[src/hdl/ssti_ram.sv]
// generic single-write, single-read ram with registered read data
// no dependencies
`default_nettype none

module ssti_ram #(
	parameter int WIDTH = 32,
	parameter int DEPTH = 64
) (
	input  logic                     clk,
	input  logic                     we,
	input  logic [$clog2(DEPTH)-1:0] waddr,
	input  logic [WIDTH-1:0]         wdata,
	input  logic                     re,
	input  logic [$clog2(DEPTH)-1:0] raddr,
	output logic [WIDTH-1:0]         rdata
);

	logic [WIDTH-1:0] mem_q [DEPTH];

	// write port
	always_ff @(posedge clk) begin
		if (we) begin
			mem_q[waddr] <= wdata;
		end
	end

	// registered read port, holds while re is low
	always_ff @(posedge clk) begin
		if (re) begin
			rdata <= mem_q[raddr];
		end
	end

endmodule

`default_nettype wire

[config.mk]
export PLATFORM = sky130hd
export DESIGN_NAME = ssti_ram
export DESIGN_NICKNAME = d
export VERILOG_FILES = /design/src/hdl/ssti_ram.sv
export SDC_FILE = /design/constraint.sdc
export NUM_CORES = 2
export LEC_CHECK = 0
export ABC_AREA = 1
export BUFFER_PORTS_ARGS = -buffer_cell sky130_fd_sc_hd__buf_2
export CAP_MARGIN = 10
export CORE_MARGIN = 4
export CORE_UTILIZATION = 35
export DETAILED_ROUTE_END_ITERATION = 10
export PLACE_DENSITY = 0.55
export SYNTH_ARGS = -nofsm -noshare
export SYNTH_HDL_FRONTEND = slang
export SYNTH_SLANG_ARGS = --single-unit
[constraint.sdc]
create_clock -name clk -period 3.8 [get_ports clk]
set_input_delay 0 -clock clk [delete_from_list [all_inputs] [get_ports clk]]
set_output_delay 0 -clock clk [all_outputs]
set_load 0.01 [all_outputs]
==> impl_metrics.yaml <==
run_status:
  outcome: "completed"
sta:
  holdWs_ns: 0.109
  period_share: 0.597
  max_freq_mhz: 441
  slew_violations: 0
  rsz0062_at_grt: "no"
  skew_ns: 0.0290
  setup_viol: 0
  fin_setup_tns_ns: 0
  fin_crit_ns: 2.27
  slew_headroom: 0.188
  tightest_slew_ns: 1.22
  final.setup.worst_slack_ns: 1.53
  hold_viol: 0
floorplanning:
  ios: 79
  die_h_um: 495
  die_width_um: 495
  rows: 178
  initial_utilization: 0.352
  core_um2: 236000
  dieArea_um2: 245000
placement:
  dp_hpwl_um: 133000
  dpl_cell_area_um2: 87800
  dp_cells: 9760
  portBuffers: 78
  dpl_worst_slack_ns: 0.844
  gp_congestion: 0.804
synthesis:
  synth_edf_count: 2080
  yosysTopAreaCell: "edfxtp_1"
  synth.top_cell.area_share: 0.752
  avgSynthCellArea_um2: 12.3
  synthCells: 6769
  synth_most_common_cell: "nand2_1"
  synth_fp_nets: 6816
  ys_top_cells_by_count: "nand2_1 (2248), edfxtp_1 (2080), nand3_1 (1907), buf_2 (282), clkbuf_1 (77)"
  yosys_warnings: 0
  yosysSeqAreaShare: 0.752
  async_flop_share: 0
  netlist_area_um2: 83100
  synth_seq_cells: 2080
  synthFlopType: "edfxtp_1"
  synth_area_leaders: "edfxtp_1 (75%), nand3_1 (11%), nand2_1 (10%)"
  ys_types: 15
global_route:
  grt_pass1_vias: 51300
  grt_max_degree: 150
  overflow: 0
  grt_pass1_wl_um: 364000
  gr-usage-all-layers: 0.201
  antenna_found_initial: 14
worst_setup_path:
  path_max_fanout: 62
  start_kind: "primary input"
  r2r_end: "rdata[17]"
  crit_arrival_ns: 2.95
  reg2reg_depth: 8
  critPathCaptureType: "flip-flop"
  r2r_slack_ns: 1.93
  r2r_start: "mem_q[55][17]"
  startpoint: "raddr[2]"
  crit_type: "in2reg"
  required_ns: 4.48
finish:
  fin_util: 0.402
  nets: 6913
  stdcell_count: 10200
  fin_area_um2: 94800
  filler_cell_count: 22100
  drive_above_1_share: 0.0887
  area_growth_pct: 14.1
route:
  drtAntennaViolNets: 0
  drt_wl_total_um: 252000
  drc: 0
  num_vias: 54000
  viasPerCell: 5.30
  wl_per_cell_um: 24.7
  first_iter_violations: 6150
  first_pass_iters: 8
job:
  maxCapViolations: 0
min_path:
  hold_path_class: "in2reg"
  worstHoldStart: "raddr[0]"
  hold_depth: 9
  min_to: "rdata[28]"
pwr:
  total_power_mw: 48.2
  ir_worst_vdd_v: 0.000489
  power_density_nw_per_um2: 509
  p_leak_nw: 32.8
clocking:
  cts_tree: "built"
  clock_sinks: 2080
  htree_levels: 4
  cts-root-buf: "clkbuf_16"
  clkTransAtPathRegs_ns: 0.06
  clk_latency_ns: 0.85
  numCtsBuffers: 210
  clock_path_buffers: 3
==> per-layer routing <==
| layer | vias up | wire, um | global-route usage |
|---|---|---|---|
| met5 | - | 21 | 0 |
| met4 | 4 | 9860 | 0.0789 |
| met3 | 429 | 17100 | 0.0294 |
| met2 | 2150 | 119000 | 0.325 |
| met1 | 27000 | 106000 | 0.275 |
| li1 | 24400 | - | - |
==> cell type report <==
cell class	instances	area, um2	area share
antenna	14	35.0	0.000370
clock buffer	275	5580	0.0589
clock inverter	95	845	0.00891
inverter	12	82.6	0.000871
multi-input combinational	4228	18800	0.198
sequential	2080	62500	0.659
tap	3150	3940	0.0416
timing repair buffer	334	3050	0.0322
==> cells by family after synthesis <==
group	Yosys count	share of synthesized area
flops	2080	0.752
buf+inv	461	0.0277
simple gates	4228	0.220
==> power breakdown <==
group          switching, mW  total (mW)  internal (mW)
Combinational           2.23        2.97          0.736
Clock                   8.51        19.7           11.2
Sequential            0.0821        25.5           25.5
==> registers in the layout (all words and copies together), names as in the netlist <==
| register | flops |
|---|---|
| mem_q | 2048 |
| rdata | 32 |
==> critical path: stages <==
cell and delay (ns):
dlygate4sd3_1 0.56, buf_8 0.21, inv_8 0.44, buf_4 0.60
nand3_1 0.14, nand2_1 0.15, nand2_1 0.07, nand3_1 0.13
nand3_1 0.38, nand2_1 0.18
==> worst max-delay path by stage <==
stage | to | cells after the start
after floorplan | mem_q[48][0] | 3
after global placement | rdata[8] | 11
after detailed placement | rdata[8] | 11
after CTS | rdata[4] | 10
after global routing | rdata[18] | 10
final | rdata[4] | 10
==> cells in the final DEF (no fill, tap or decap), types with 9 or more instances in the layout <==
| cell | count |
|---|---|
| buf_12 | 46 |
| clkinv_1 | 47 |
| dlygate4sd3_1 | 42 |
| edfxtp_1 | 2080 |
| nand3_1 | 1907 |
| nand2_1 | 2248 |
| buf_2 | 73 |
| clkbuf_16 | 214 |
| bufinv_16 | 14 |
| diode_2 | 14 |
| nor2_4 | 56 |
| buf_4 | 168 |
| nand4_1 | 9 |
| clkinv_2 | 23 |
| clkbuf_1 | 61 |
==> timing repair <==
| item | in CTS | in global routing |
|---|---|---|
| hold endpoints to repair | 1905 | 0 |
| hold buffers | 42 | 0 |
| endpoints found under the setup margin | 0 | 0 |
| gates resized for setup | 0 | 0 |
| buffers inserted | 0 | 0 |
Note: power is estimated with default switching activity, not from simulation.
