## src/hdl/ssti_pkg.sv

```systemverilog
// shared types, widths, register codes and helpers for the stereo sparse-tap iir filter
// no dependencies; hdl files except ssti_ram use scoped names, bench files import it
`default_nettype none

package ssti_pkg;

	// sample and coefficient formats
	localparam int SAMPLE_W = 16;
	localparam int PAIR_W   = 2 * SAMPLE_W;
	localparam int COEF_W   = 18;
	localparam int FRAC_W   = 16;
	localparam int DLY_W    = 6;
	localparam int REG_W    = DLY_W + COEF_W;

	// tap counts and history size
	localparam int TAP_REGS      = 4;
	localparam int FORWARD_TAPS  = 4;
	localparam int FEEDBACK_TAPS = 4;
	localparam int N_LANES       = 2 * TAP_REGS;
	localparam int HIST_DEPTH    = 64;
	localparam int HIST_AW       = $clog2(HIST_DEPTH);
	localparam int CNT_W         = $clog2(HIST_DEPTH + 1);
	localparam int CMP_W         = DLY_W + 2;

	// arithmetic widths
	localparam int PROD_W = SAMPLE_W + COEF_W;
	localparam int SUM_W  = PROD_W + $clog2(N_LANES);

	// rounding and saturation constants
	localparam logic signed [SUM_W-1:0] ROUND_HALF = SUM_W'(2 ** (FRAC_W - 1));
	localparam logic signed [SUM_W-1:0] SAT_HI     = SUM_W'(2 ** (SAMPLE_W - 1) - 1);
	localparam logic signed [SUM_W-1:0] SAT_LO     = -SAT_HI - SUM_W'(1);

	// register indexes
	localparam int REG_IDX_W = $clog2(N_LANES);
	typedef enum logic [REG_IDX_W-1:0] {
		REG_FORWARD_TAP_A,
		REG_FORWARD_TAP_B,
		REG_FORWARD_TAP_C,
		REG_FORWARD_TAP_D,
		REG_FEEDBACK_TAP_A,
		REG_FEEDBACK_TAP_B,
		REG_FEEDBACK_TAP_C,
		REG_FEEDBACK_TAP_D
	} reg_idx_t;

	// forward tap a comes up as delay 0, gain 1.0
	localparam logic [REG_W-1:0] FORWARD_TAP_A_RESET = REG_W'(2 ** FRAC_W);

	// per-lane control carried alongside the history read
	typedef struct packed {
		logic use_cur;
		logic active;
	} lane_ctl_t;

	// history slot that lies back entries behind ptr, modulo the depth
	function automatic logic [HIST_AW-1:0] hist_addr(input logic [HIST_AW-1:0] ptr,
		input logic [DLY_W:0] back);
		logic [CMP_W-1:0] p_ext;
		logic [CMP_W-1:0] b_ext;
		logic [CMP_W-1:0] t;
		p_ext = CMP_W'(ptr);
		b_ext = CMP_W'(back);
		if (p_ext >= b_ext) begin
			t = p_ext - b_ext;
		end else begin
			t = p_ext + CMP_W'(HIST_DEPTH) - b_ext;
		end
		return t[HIST_AW-1:0];
	endfunction

endpackage

`default_nettype wire

```

## src/hdl/ssti_tap_lane.sv

```systemverilog
// one tap lane: picks the history sample and multiplies both channels by the coefficient
// depends on ssti_pkg
`default_nettype none

module ssti_tap_lane (
	input  logic                                clk,
	input  logic                                en,
	input  ssti_pkg::lane_ctl_t                 ctl,
	input  logic [ssti_pkg::PAIR_W-1:0]         hist_data,
	input  logic [ssti_pkg::PAIR_W-1:0]         cur_data,
	input  logic signed [ssti_pkg::COEF_W-1:0]  coef,
	output logic signed [ssti_pkg::PROD_W-1:0]  prod_l_s2,
	output logic signed [ssti_pkg::PROD_W-1:0]  prod_r_s2
);

	logic [ssti_pkg::PAIR_W-1:0]         sample;
	logic signed [ssti_pkg::SAMPLE_W-1:0] smp_l;
	logic signed [ssti_pkg::SAMPLE_W-1:0] smp_r;
	logic signed [ssti_pkg::PROD_W-1:0]   mul_l;
	logic signed [ssti_pkg::PROD_W-1:0]   mul_r;

	// delay zero takes the sample that came with the item
	assign sample = ctl.use_cur ? cur_data : hist_data;
	assign smp_l  = signed'(sample[ssti_pkg::SAMPLE_W-1:0]);
	assign smp_r  = signed'(sample[ssti_pkg::PAIR_W-1:ssti_pkg::SAMPLE_W]);

	// full-width products
	assign mul_l = smp_l * coef;
	assign mul_r = smp_r * coef;

	// product register, idle lanes contribute zero
	always_ff @(posedge clk) begin
		if (en) begin
			prod_l_s2 <= ctl.active ? mul_l : '0;
			prod_r_s2 <= ctl.active ? mul_r : '0;
		end
	end

endmodule

`default_nettype wire

```

## config.mk

```make
export PLATFORM = sky130hd
export DESIGN_NAME = ssti_tap_lane
export DESIGN_NICKNAME = d
export VERILOG_FILES = /design/src/hdl/ssti_pkg.sv /design/src/hdl/ssti_tap_lane.sv
export SDC_FILE = /design/constraint.sdc
export NUM_CORES = 2
export LEC_CHECK = 0
export ABC_AREA = 0
export BUFFER_PORTS_ARGS = -buffer_cell sky130_fd_sc_hd__clkbuf_2
export CORE_ASPECT_RATIO = 2
export CORE_MARGIN = 8
export CORE_UTILIZATION = 48
export DETAILED_ROUTE_END_ITERATION = 8
export GPL_TIMING_DRIVEN = 1
export HOLD_SLACK_MARGIN = 0.1
export PLACE_DENSITY = 0.65
export SLEW_MARGIN = 30
export SYNTH_ARGS = -nofsm -noshare
export SYNTH_HDL_FRONTEND = slang
export SYNTH_SLANG_ARGS = --single-unit
```

## constraint.sdc

```tcl
create_clock -name clk -period 26.5 [get_ports clk]
set_clock_uncertainty 0.2 [all_clocks]
set_input_delay 5.3 -clock clk [delete_from_list [all_inputs] [get_ports clk]]
set_output_delay 5.3 -clock clk [all_outputs]
set_load 0.01 [all_outputs]
```

==> results.json <==
{
  "num_rows": 117,
  "netlist_instances": 2616,
  "syn-num-nets": 3454,
  "maxCapViolations": 0,
  "layout_min_cycle_time_ns": 12.60,
  "hold_violations": 0,
  "muxShareOfSynthArea_pct": 1.85,
  "postSynthAreaPerCell_um2": 9.46,
  "synth_adder_area_share_pct": 55.6,
  "synthToLayoutAreaGrowth_pct": 6.65,
  "routed_via_density": 5.44,
  "setup_viol": 0,
  "die_x_um": 177,
  "synth-compound-area-share_pct": 5.36,
  "hold_class": "input pin to register",
  "path_cells": "buf_2 -> mux2_2 -> nand2_1 -> inv_1 -> fa_1 -> fa_1 -> fa_1 -> fa_1 -> fa_1 -> inv_1 -> fa_1 -> inv_1 -> ha_1 -> and3_1 -> a2111oi_4 -> nand4b_1 -> nor3b_1 -> nor2_1 -> a31oi_1 -> mux2i_1",
  "cp_common_cell": "fa_1",
  "start_util_pct": 48.6,
  "globalplace.congestion": 0.920,
  "cp_max_fo": 32,
  "fin_tns_setup_ns": 0,
  "grt_pass1_vias": 20800,
  "ys_warn_count": 0,
  "status": "finished, final reports clean",
  "rsz0062_at_grt": "false",
  "port_buffers": 153,
  "synth_edf_count": 68,
  "arrival_ns": 12.64,
  "wirelength_um": 67500,
  "cts_root_buffer": "clkbuf_16",
  "die_h_um": 337,
  "drive_above_1_share_pct": 8.91,
  "drc_errors": 0,
  "synth_top_family_by_area": "adder cells",
  "path_class": "input pin to register",
  "netlist_area_um2": 24700,
  "dp_hpwl_um": 54400,
  "max_stage_delay_ns": 0.89,
  "clockBufferDepth": 2,
  "antenna_found_initial": 3,
  "worst_setup_path_start_kind": "input pin",
  "async_reset_ff_share_pct": 0,
  "grt_usage_pct": 23.8,
  "hp-start": "en",
  "ys_types": 72,
  "cts_buffers": 9,
  "dieArea_um2": 59500,
  "cts-resized-gates": 0,
  "crit_path_end_kind": "register",
  "routedWlPerCell_um": 20.1,
  "cts_setup_buffers": 0,
  "ys.flop_type": "edfxtp_1",
  "slew_headroom_pct": 38.3,
  "grt_overflow": 0,
  "min_path_cells": 1,
  "diodes": 0,
  "nNetsFinal": 3537,
  "htree_num_levels": 3,
  "grt_pass1_wl_um": 109000,
  "period_share_pct": 47.6,
  "tightest_slew_ns": 0.925,
  "slowest_stage": "fa_1",
  "min_to": "prod_r_s2[30]$_SDFFCE_PN0P_",
  "cts_tree": "yes",
  "final_util_pct": 51.8,
  "drtAntennaViolNets": 0,
  "cts_sinks": 68,
  "yosysSeqAreaShare_pct": 8.26,
  "grt_start_max_net_pins": 52,
  "ys_ff_latch": 68,
  "core-area_um2": 50900,
  "worstPathRequired_ns": 26.54,
  "cts.clk_slew.worst_paths_ns": 0.08,
  "holdBufCountCts": 0,
  "ios": 154,
  "yosys.area_share.simple_pct": 15.6,
  "vias": 18300,
  "slew_viol_final": 0,
  "dr.pass1.iters": 5,
  "first_iter_violations": 948,
  "synthXorXnorAreaFrac_pct": 1.91,
  "max_freq_ghz": 0.0793
}
-- critical path, delay by kind of cell --
kind            cells  cell delay, ns
simple gates        5            1.02
buf+inv             4            0.89
mux                 2            0.79
compound gates      2            0.70
fa+ha+maj           7            3.91
-- flip-flops by register name (all words and copies together) (netlist names) --
name,cells
prod_l_s2,34
prod_r_s2,34
-- cell usage in the layout (no fill, tap or decap), types with 8 or more instances in the layout --
| master | count |
|---|---|
| a21oi_1 | 45 |
| a211oi_1 | 12 |
| o21a_1 | 12 |
| fa_1 | 580 |
| nor2b_1 | 141 |
| edfxtp_1 | 68 |
| buf_4 | 25 |
| xnor2_1 | 38 |
| ha_1 | 172 |
| mux2i_1 | 20 |
| a21o_1 | 28 |
| and2_1 | 149 |
| nand3_1 | 8 |
| or2_2 | 10 |
| xor2_1 | 16 |
| nand2b_1 | 32 |
| clkbuf_2 | 151 |
| and3_1 | 8 |
| o21ai_0 | 27 |
| mux2_2 | 21 |
| nand2_1 | 284 |
| nor3_1 | 19 |
| nor2_1 | 88 |
| clkbuf_16 | 9 |
| inv_1 | 639 |
-- through the flow --
step | hold WS, ns | instances | area, µm² | setup WS (ns)
6_report | 5.11 | 3358 | 26400 | 13.90
5_1_grt | 5.11 | 3358 | 26400 | 13.52
4_1_cts | 5.09 | 3358 | 26400 | 13.86
3_5_place_dp | 5.52 | 3342 | 26100 | 13.46
3_3_place_gp | 5.51 | 3342 | 26100 | 13.61
2_1_floorplan | 5.21 | 2616 | 24700 | 14.18
-- cells by family after synthesis --
family | count (synthesis)
buffers and inverters | 745
AND/OR/NAND/NOR | 765
XOR/XNOR | 54
flip-flops | 68
multiplexers | 43
AO/OA/AOI/OAI | 189
adder cells (fa/ha/maj) | 752
-- layer usage --
metal / global-route usage, % / part of all wire (%) / vias to the layer above / routed length, µm
met5: 0 / 0.046 / - / 31
met4: 16.4 / 7.5 / 6 / 5060
met3: 2.97 / 5.0 / 225 / 3350
met2: 44.8 / 55 / 648 / 37400
met1: 23.7 / 32 / 9442 / 21700
li1: - / - / 7936 / -
-- synthesized netlist by cell type (3+ instances only) --
master	n	area [µm²]
a21oi_1	45	225
xnor2_1	38	333
nor2_1	88	330
nand2_1	284	1070
o211ai_1	6	45.0
and2_1	149	932
nor3_1	19	95.1
o22ai_1	3	18.8
clkbuf_1	94	353
nor2b_1	141	882
o21ai_0	27	135
xor2_1	16	140
buf_2	4	20.0
ha_1	172	2150
a31o_2	3	26.3
a21o_1	28	210
nand4_1	5	31.3
a211oi_1	12	90.1
nor4_1	3	18.8
edfxtp_1	68	2040
a211o_1	4	35.0
nand4b_1	4	35.0
o21ai_1	4	20.0
mux2_2	21	236
mux2i_1	22	220
or3_1	3	18.8
o21a_1	12	90.1
a31oi_1	7	43.8
a211oi_2	3	37.5
fa_1	580	11600
nand2b_1	32	200
or2_2	10	62.6
buf_1	6	22.5
and3_1	8	50.1
nand3_1	8	40.0
inv_1	639	2400
o21bai_1	5	37.5
-- cell type report --
type	instances	area [µm²]
Multi-Input combinational cell	1803	19900
Inverter	640	2400
Sequential cell	68	2040
Timing Repair Buffer	177	948
Clock inverter	7	51.3
Fill cell	4751	24600
Clock buffer	9	225
Tap cell	654	818
-- worst max-delay path by stage --
| stage | from | to |
|---|---|---|
| 5_1_grt | ctl[1] | prod_l_s2[30]$_SDFFCE_PN0P_ |
| 2_1_floorplan | ctl[1] | prod_l_s2[31]$_SDFFCE_PN0P_ |
| 3_5_place_dp | ctl[1] | prod_l_s2[30]$_SDFFCE_PN0P_ |
| 6_report | ctl[1] | prod_l_s2[30]$_SDFFCE_PN0P_ |
| 3_3_place_gp | ctl[1] | prod_l_s2[33]$_SDFFCE_PN0P_ |
| 4_1_cts | ctl[1] | prod_l_s2[30]$_SDFFCE_PN0P_ |
Power is left out: the tool's default activity adds up to more than one toggle a clock period on the data nets, which glitch-free logic cannot reach.
