$ cat src/hdl/ssti_pkg.sv
// shared types, widths, register codes and helpers for the stereo sparse-tap iir filter
// no dependencies; hdl files except ssti_ram use scoped names, bench files import it
`default_nettype none

package ssti_pkg;

	// sample and coefficient formats
	localparam int SAMPLE_W = 16;
	localparam int PAIR_W   = 2 * SAMPLE_W;
	localparam int COEF_W   = 18;
	localparam int FRAC_W   = 16;
	localparam int DLY_W    = 6;
	localparam int REG_W    = DLY_W + COEF_W;

	// tap counts and history size
	localparam int TAP_REGS      = 4;
	localparam int FORWARD_TAPS  = 4;
	localparam int FEEDBACK_TAPS = 4;
	localparam int N_LANES       = 2 * TAP_REGS;
	localparam int HIST_DEPTH    = 64;
	localparam int HIST_AW       = $clog2(HIST_DEPTH);
	localparam int CNT_W         = $clog2(HIST_DEPTH + 1);
	localparam int CMP_W         = DLY_W + 2;

	// arithmetic widths
	localparam int PROD_W = SAMPLE_W + COEF_W;
	localparam int SUM_W  = PROD_W + $clog2(N_LANES);

	// rounding and saturation constants
	localparam logic signed [SUM_W-1:0] ROUND_HALF = SUM_W'(2 ** (FRAC_W - 1));
	localparam logic signed [SUM_W-1:0] SAT_HI     = SUM_W'(2 ** (SAMPLE_W - 1) - 1);
	localparam logic signed [SUM_W-1:0] SAT_LO     = -SAT_HI - SUM_W'(1);

	// register indexes
	localparam int REG_IDX_W = $clog2(N_LANES);
	typedef enum logic [REG_IDX_W-1:0] {
		REG_FORWARD_TAP_A,
		REG_FORWARD_TAP_B,
		REG_FORWARD_TAP_C,
		REG_FORWARD_TAP_D,
		REG_FEEDBACK_TAP_A,
		REG_FEEDBACK_TAP_B,
		REG_FEEDBACK_TAP_C,
		REG_FEEDBACK_TAP_D
	} reg_idx_t;

	// forward tap a comes up as delay 0, gain 1.0
	localparam logic [REG_W-1:0] FORWARD_TAP_A_RESET = REG_W'(2 ** FRAC_W);

	// per-lane control carried alongside the history read
	typedef struct packed {
		logic use_cur;
		logic active;
	} lane_ctl_t;

	// history slot that lies back entries behind ptr, modulo the depth
	function automatic logic [HIST_AW-1:0] hist_addr(input logic [HIST_AW-1:0] ptr,
		input logic [DLY_W:0] back);
		logic [CMP_W-1:0] p_ext;
		logic [CMP_W-1:0] b_ext;
		logic [CMP_W-1:0] t;
		p_ext = CMP_W'(ptr);
		b_ext = CMP_W'(back);
		if (p_ext >= b_ext) begin
			t = p_ext - b_ext;
		end else begin
			t = p_ext + CMP_W'(HIST_DEPTH) - b_ext;
		end
		return t[HIST_AW-1:0];
	endfunction

endpackage

`default_nettype wire

$ cat src/hdl/ssti_merge.sv
// merge stage: sums the lane products per channel, rounds once and saturates
// depends on ssti_pkg
`default_nettype none

module ssti_merge (
	input  logic                               clk,
	input  logic                               en,
	input  logic signed [ssti_pkg::PROD_W-1:0] prod_l [ssti_pkg::N_LANES],
	input  logic signed [ssti_pkg::PROD_W-1:0] prod_r [ssti_pkg::N_LANES],
	output logic [ssti_pkg::PAIR_W-1:0]        result,
	output logic [ssti_pkg::PAIR_W-1:0]        out_q
);

	logic signed [ssti_pkg::SUM_W-1:0] acc_l;
	logic signed [ssti_pkg::SUM_W-1:0] acc_r;

	// add one half, floor, clamp to the sample range
	function automatic logic [ssti_pkg::SAMPLE_W-1:0] round_sat(
		input logic signed [ssti_pkg::SUM_W-1:0] s);
		logic signed [ssti_pkg::SUM_W-1:0] t;
		logic signed [ssti_pkg::SUM_W-1:0] q;
		t = s + ssti_pkg::ROUND_HALF;
		q = t >>> ssti_pkg::FRAC_W;
		if (q > ssti_pkg::SAT_HI) begin
			q = ssti_pkg::SAT_HI;
		end else if (q < ssti_pkg::SAT_LO) begin
			q = ssti_pkg::SAT_LO;
		end
		return q[ssti_pkg::SAMPLE_W-1:0];
	endfunction

	// exact sum over all lanes
	always_comb begin
		acc_l = '0;
		acc_r = '0;
		for (int i = 0; i < ssti_pkg::N_LANES; i++) begin
			acc_l = acc_l + ssti_pkg::SUM_W'(prod_l[i]);
			acc_r = acc_r + ssti_pkg::SUM_W'(prod_r[i]);
		end
	end

	// packed pair, right channel in the upper half
	assign result = {round_sat(acc_r), round_sat(acc_l)};

	// output data register
	always_ff @(posedge clk) begin
		if (en) begin
			out_q <= result;
		end
	end

endmodule

`default_nettype wire

$ cat config.mk
export PLATFORM = sky130hd
export DESIGN_NAME = ssti_merge
export DESIGN_NICKNAME = d
export VERILOG_FILES = /design/src/hdl/ssti_pkg.sv /design/src/hdl/ssti_merge.sv
export SDC_FILE = /design/constraint.sdc
export NUM_CORES = 1
export LEC_CHECK = 0
export ABC_AREA = 1
export BUFFER_PORTS_ARGS = -buffer_cell sky130_fd_sc_hd__buf_2
export CAP_MARGIN = 10
export CORE_AREA = 2 2 238 240
export DETAILED_ROUTE_END_ITERATION = 8
export DIE_AREA = 0 0 240 242
export PLACE_DENSITY = 0.62
export SLEW_MARGIN = 20
export SYNTH_ARGS = -nofsm -noshare
export SYNTH_HDL_FRONTEND = slang
export SYNTH_SLANG_ARGS = --single-unit
$ cat constraint.sdc
create_clock -name clk -period 4.3 [get_ports clk]
set_input_delay 0.43 -clock clk [delete_from_list [all_inputs] [get_ports clk]]
set_output_delay 0.43 -clock clk [all_outputs]
set_load 0.01 [all_outputs]
==> PnR_summary.wiki <==
{| class="wikitable"
! Metric !! Value
|-
| Run status || finished, violations left
|-
| Violated checks || setup timing
|-
| Register name with the most flops || out_q
|-
| Setup Slack @ Placement || -1082 ps
|-
| Post-synth cell types || 37
|-
| Worst Path Required || 3870 ps
|-
| Post-DP HPWL || 47,460 um
|-
| Post-CTS clock slew at the launch and capture registers of the worst setup and hold paths || 60 ps
|-
| Grt ovf || 0
|-
| Starting Density || 31.28%
|-
| Maximum clock path buffer count || 2
|-
| Count of final max-slew check failures || 0
|-
| Area inside the core boundary || 55,730 um^2
|-
| Synth top area share || 47.08%
|-
| Number of buffers and inverters on the critical path || 8
|-
| Maximum achievable frequency || 190.9 MHz
|-
| CP Launch Type || input pin
|-
| Synthesized area || 17,440 um^2
|-
| CP dominant cell by count || sky130_fd_sc_hd__nand2_2
|-
| Final hold violation count || 0
|-
| Layout-stage area growth over the synthesis result || 47.86%
|-
| Synthesized area divided by synthesized cell count || 8.136 um^2
|-
| Most frequent standard cell in the layout excluding fill and tap cells || sky130_fd_sc_hd__inv_1
|-
| Stage delay of the slowest cell on the critical path || 590 ps
|-
| Die Y || 242 um
|-
| Count of routing violations after the opening detailed-route iteration || 506
|-
| Tot GR Track Use || 17.96%
|-
| Cell at the root of the clock tree || sky130_fd_sc_hd__clkbuf_16
|-
| Tcrit/Tclk final || 121.8%
|-
| Number of CTS-inserted buffers || 5
|-
| Count of state elements after synthesis || 32
|-
| Cell count after synthesis || 2,143
|-
| CTS tree || yes
|-
| Number of buffer cells added on primary ports || 609
|-
| Average via count per standard cell || 4.127
|-
| Filler Cell Count || 5,550
|-
| Arrival time reported for the critical path endpoint || 4810 ps
|-
| Sequential cell area fraction in the yosys report || 5.511%
|-
| Leading cell types by total area after synthesis || sky130_fd_sc_hd__fa_1 (47%), sky130_fd_sc_hd__inv_1 (19%), sky130_fd_sc_hd__ha_1 (9.8%)
|-
| # H-tree levels || 2
|-
| Clock sink count || 32
|-
| Standard-cell rows || 87
|-
| Max FFs per register || 32
|-
| Main flop type after synthesis || sky130_fd_sc_hd__edfxtp_1
|-
| Async set-or-reset flop fraction in the synthesized netlist || 0%
|-
| Setup crit end kind || primary output
|-
| Maximum number of pins on one net before global-route repair || 33
|-
| Number of failing setup endpoints in the final timing report || 63
|-
| Share of final-layout standard cells stronger than drive strength 1 || 41.28%
|-
| Setup repair after global routing missed its margin || true
|-
| Global-route wire length before repair || 82,610 um
|-
| Vias in the first global route || 16,580
|-
| Synthesized netlist net count || 3,235
|-
| Area leader, netlist || sky130_fd_sc_hd__fa_1
|-
| Layout Nets || 4,078
|-
| Die X-Extent || 240 um
|-
| Clock period minus final worst setup slack || 5237 ps
|-
| Maxcap violations || 0
|-
| Total via count after detailed routing || 15,450
|-
| Least-Margin Pin Slew || 974.4 ps
|-
| Top delay family on crit path || adder cells
|-
| Critical-path cell with the highest stage delay || sky130_fd_sc_hd__fa_1
|-
| Total Die Area || 58,080 um^2
|-
| Remaining routing DRC violations || 0
|-
| Hold WC Path Type || input pin to register
|-
| Number of antenna-violating nets in the routed design || 0
|-
| Maximum fanout along the worst path || 7
|-
| Number of enable flip-flop cells after synthesis || 32
|-
| Synthesis warning total || 0
|-
| Normalized max-slew margin || 35.04%
|-
| Leading cell types in the layout, fill and taps excluded || sky130_fd_sc_hd__inv_1 (830), sky130_fd_sc_hd__buf_2 (563), sky130_fd_sc_hd__fa_1 (396)
|-
| Wirelength per Cell || 13.79 um
|-
| Worst setup path category || input pin to primary output
|-
| Biggest regs || out_q x32
|-
| Minimum setup slack in the final design || -937.1 ps
|-
| Number of antenna violations at the first check in global routing || 1
|-
| Io pins || 610
|-
| Routed wire length || 51,620 um
|-
| Global placer's final weighted congestion || 0.8739
|-
| DRT Pass-1 Iters || 5
|}
-- final cells by class --
type | instances | area (um^2) | share of cell area (%)
diodes | 1 | 2.502 | 0.009707
clock buffers | 7 | 132.6 | 0.5145
clock inverters | 1 | 3.754 | 0.01456
inverters | 895 | 3400 | 13.19
multi-input cells | 1212 | 15060 | 58.44
flip-flops and latches | 32 | 960.9 | 3.727
well taps | 756 | 945.9 | 3.669
repair buffers | 840 | 5270 | 20.44
-- timing repair --
| action | 4_1_cts | 5_1_grt |
|---|---|---|
| hold buffers | 0 | 0 |
| resized for setup | 280 | 141 |
| endpoints found under the setup margin | 63 | 64 |
| setup buffers | 25 | 11 |
| cloned | 2 | 0 |
| pin swaps | 80 | 68 |
-- through the flow --
step | cells | util (%) | hold WS (ps) | setup TNS (ps) | instance area, um^2
3_3_place_gp | 3706 | 42.56 | 845.0 | -49040 | 23720
4_1_cts | 3737 | 45.36 | 873.4 | -32720 | 25280
5_1_grt | 3744 | 46.26 | 888.9 | -47090 | 25780
2_1_floorplan | 2143 | - | 542.5 | -8847 | 18220
3_5_place_dp | 3706 | 42.56 | 848.9 | -50730 | 23720
6_report | 3744 | 46.26 | 843.1 | -35220 | 25780
-- logic make-up after synthesis --
family          share of synthesized area, %
buf+inv                                19.53
flops                                  5.511
xor+xnor                               1.808
simple gates                           11.88
fa+ha+maj                              56.84
compound gates                         4.435
-- final timing paths --
check | from | to | slack, ps | cells after the start
setup / recovery | prod_l[79] | result[0] | -940 | 25
hold / removal | en | out_q[6] | 840 | 1
-- metal layers --
layer	up-vias	routed length (um)	part of all wire, %	global-route usage (%)
met2	385	26050	50	31.95
met5	-	0	0	0
li1	7656	-	-	-
met3	31	2667	5.2	2.040
met4	0	698	1.4	3.051
met1	7379	22200	43	23.67
-- cells in the mapped netlist, types with 2 or more instances --
library cell / instances
sky130_fd_sc_hd__xor2_1: 22
sky130_fd_sc_hd__a21oi_1: 78
sky130_fd_sc_hd__ha_1: 136
sky130_fd_sc_hd__nor3_1: 11
sky130_fd_sc_hd__o21bai_1: 6
sky130_fd_sc_hd__nor4_2: 3
sky130_fd_sc_hd__nor2_4: 2
sky130_fd_sc_hd__nand2_1: 312
sky130_fd_sc_hd__inv_1: 888
sky130_fd_sc_hd__a21o_1: 3
sky130_fd_sc_hd__nor4_1: 5
sky130_fd_sc_hd__a31oi_1: 8
sky130_fd_sc_hd__o211ai_1: 4
sky130_fd_sc_hd__o21ai_0: 28
sky130_fd_sc_hd__buf_6: 4
sky130_fd_sc_hd__xnor2_1: 14
sky130_fd_sc_hd__edfxtp_1: 32
sky130_fd_sc_hd__inv_2: 6
sky130_fd_sc_hd__nor2_2: 8
sky130_fd_sc_hd__nand4_1: 7
sky130_fd_sc_hd__o21ai_4: 2
sky130_fd_sc_hd__nor2_1: 91
sky130_fd_sc_hd__nor3b_2: 3
sky130_fd_sc_hd__and2_1: 2
sky130_fd_sc_hd__o21ai_1: 4
sky130_fd_sc_hd__nand3_1: 37
sky130_fd_sc_hd__nand2_2: 8
sky130_fd_sc_hd__fa_1: 410
Power is not shown: default switching activity piles up to over one toggle a cycle in this logic, so the estimate is an artifact.
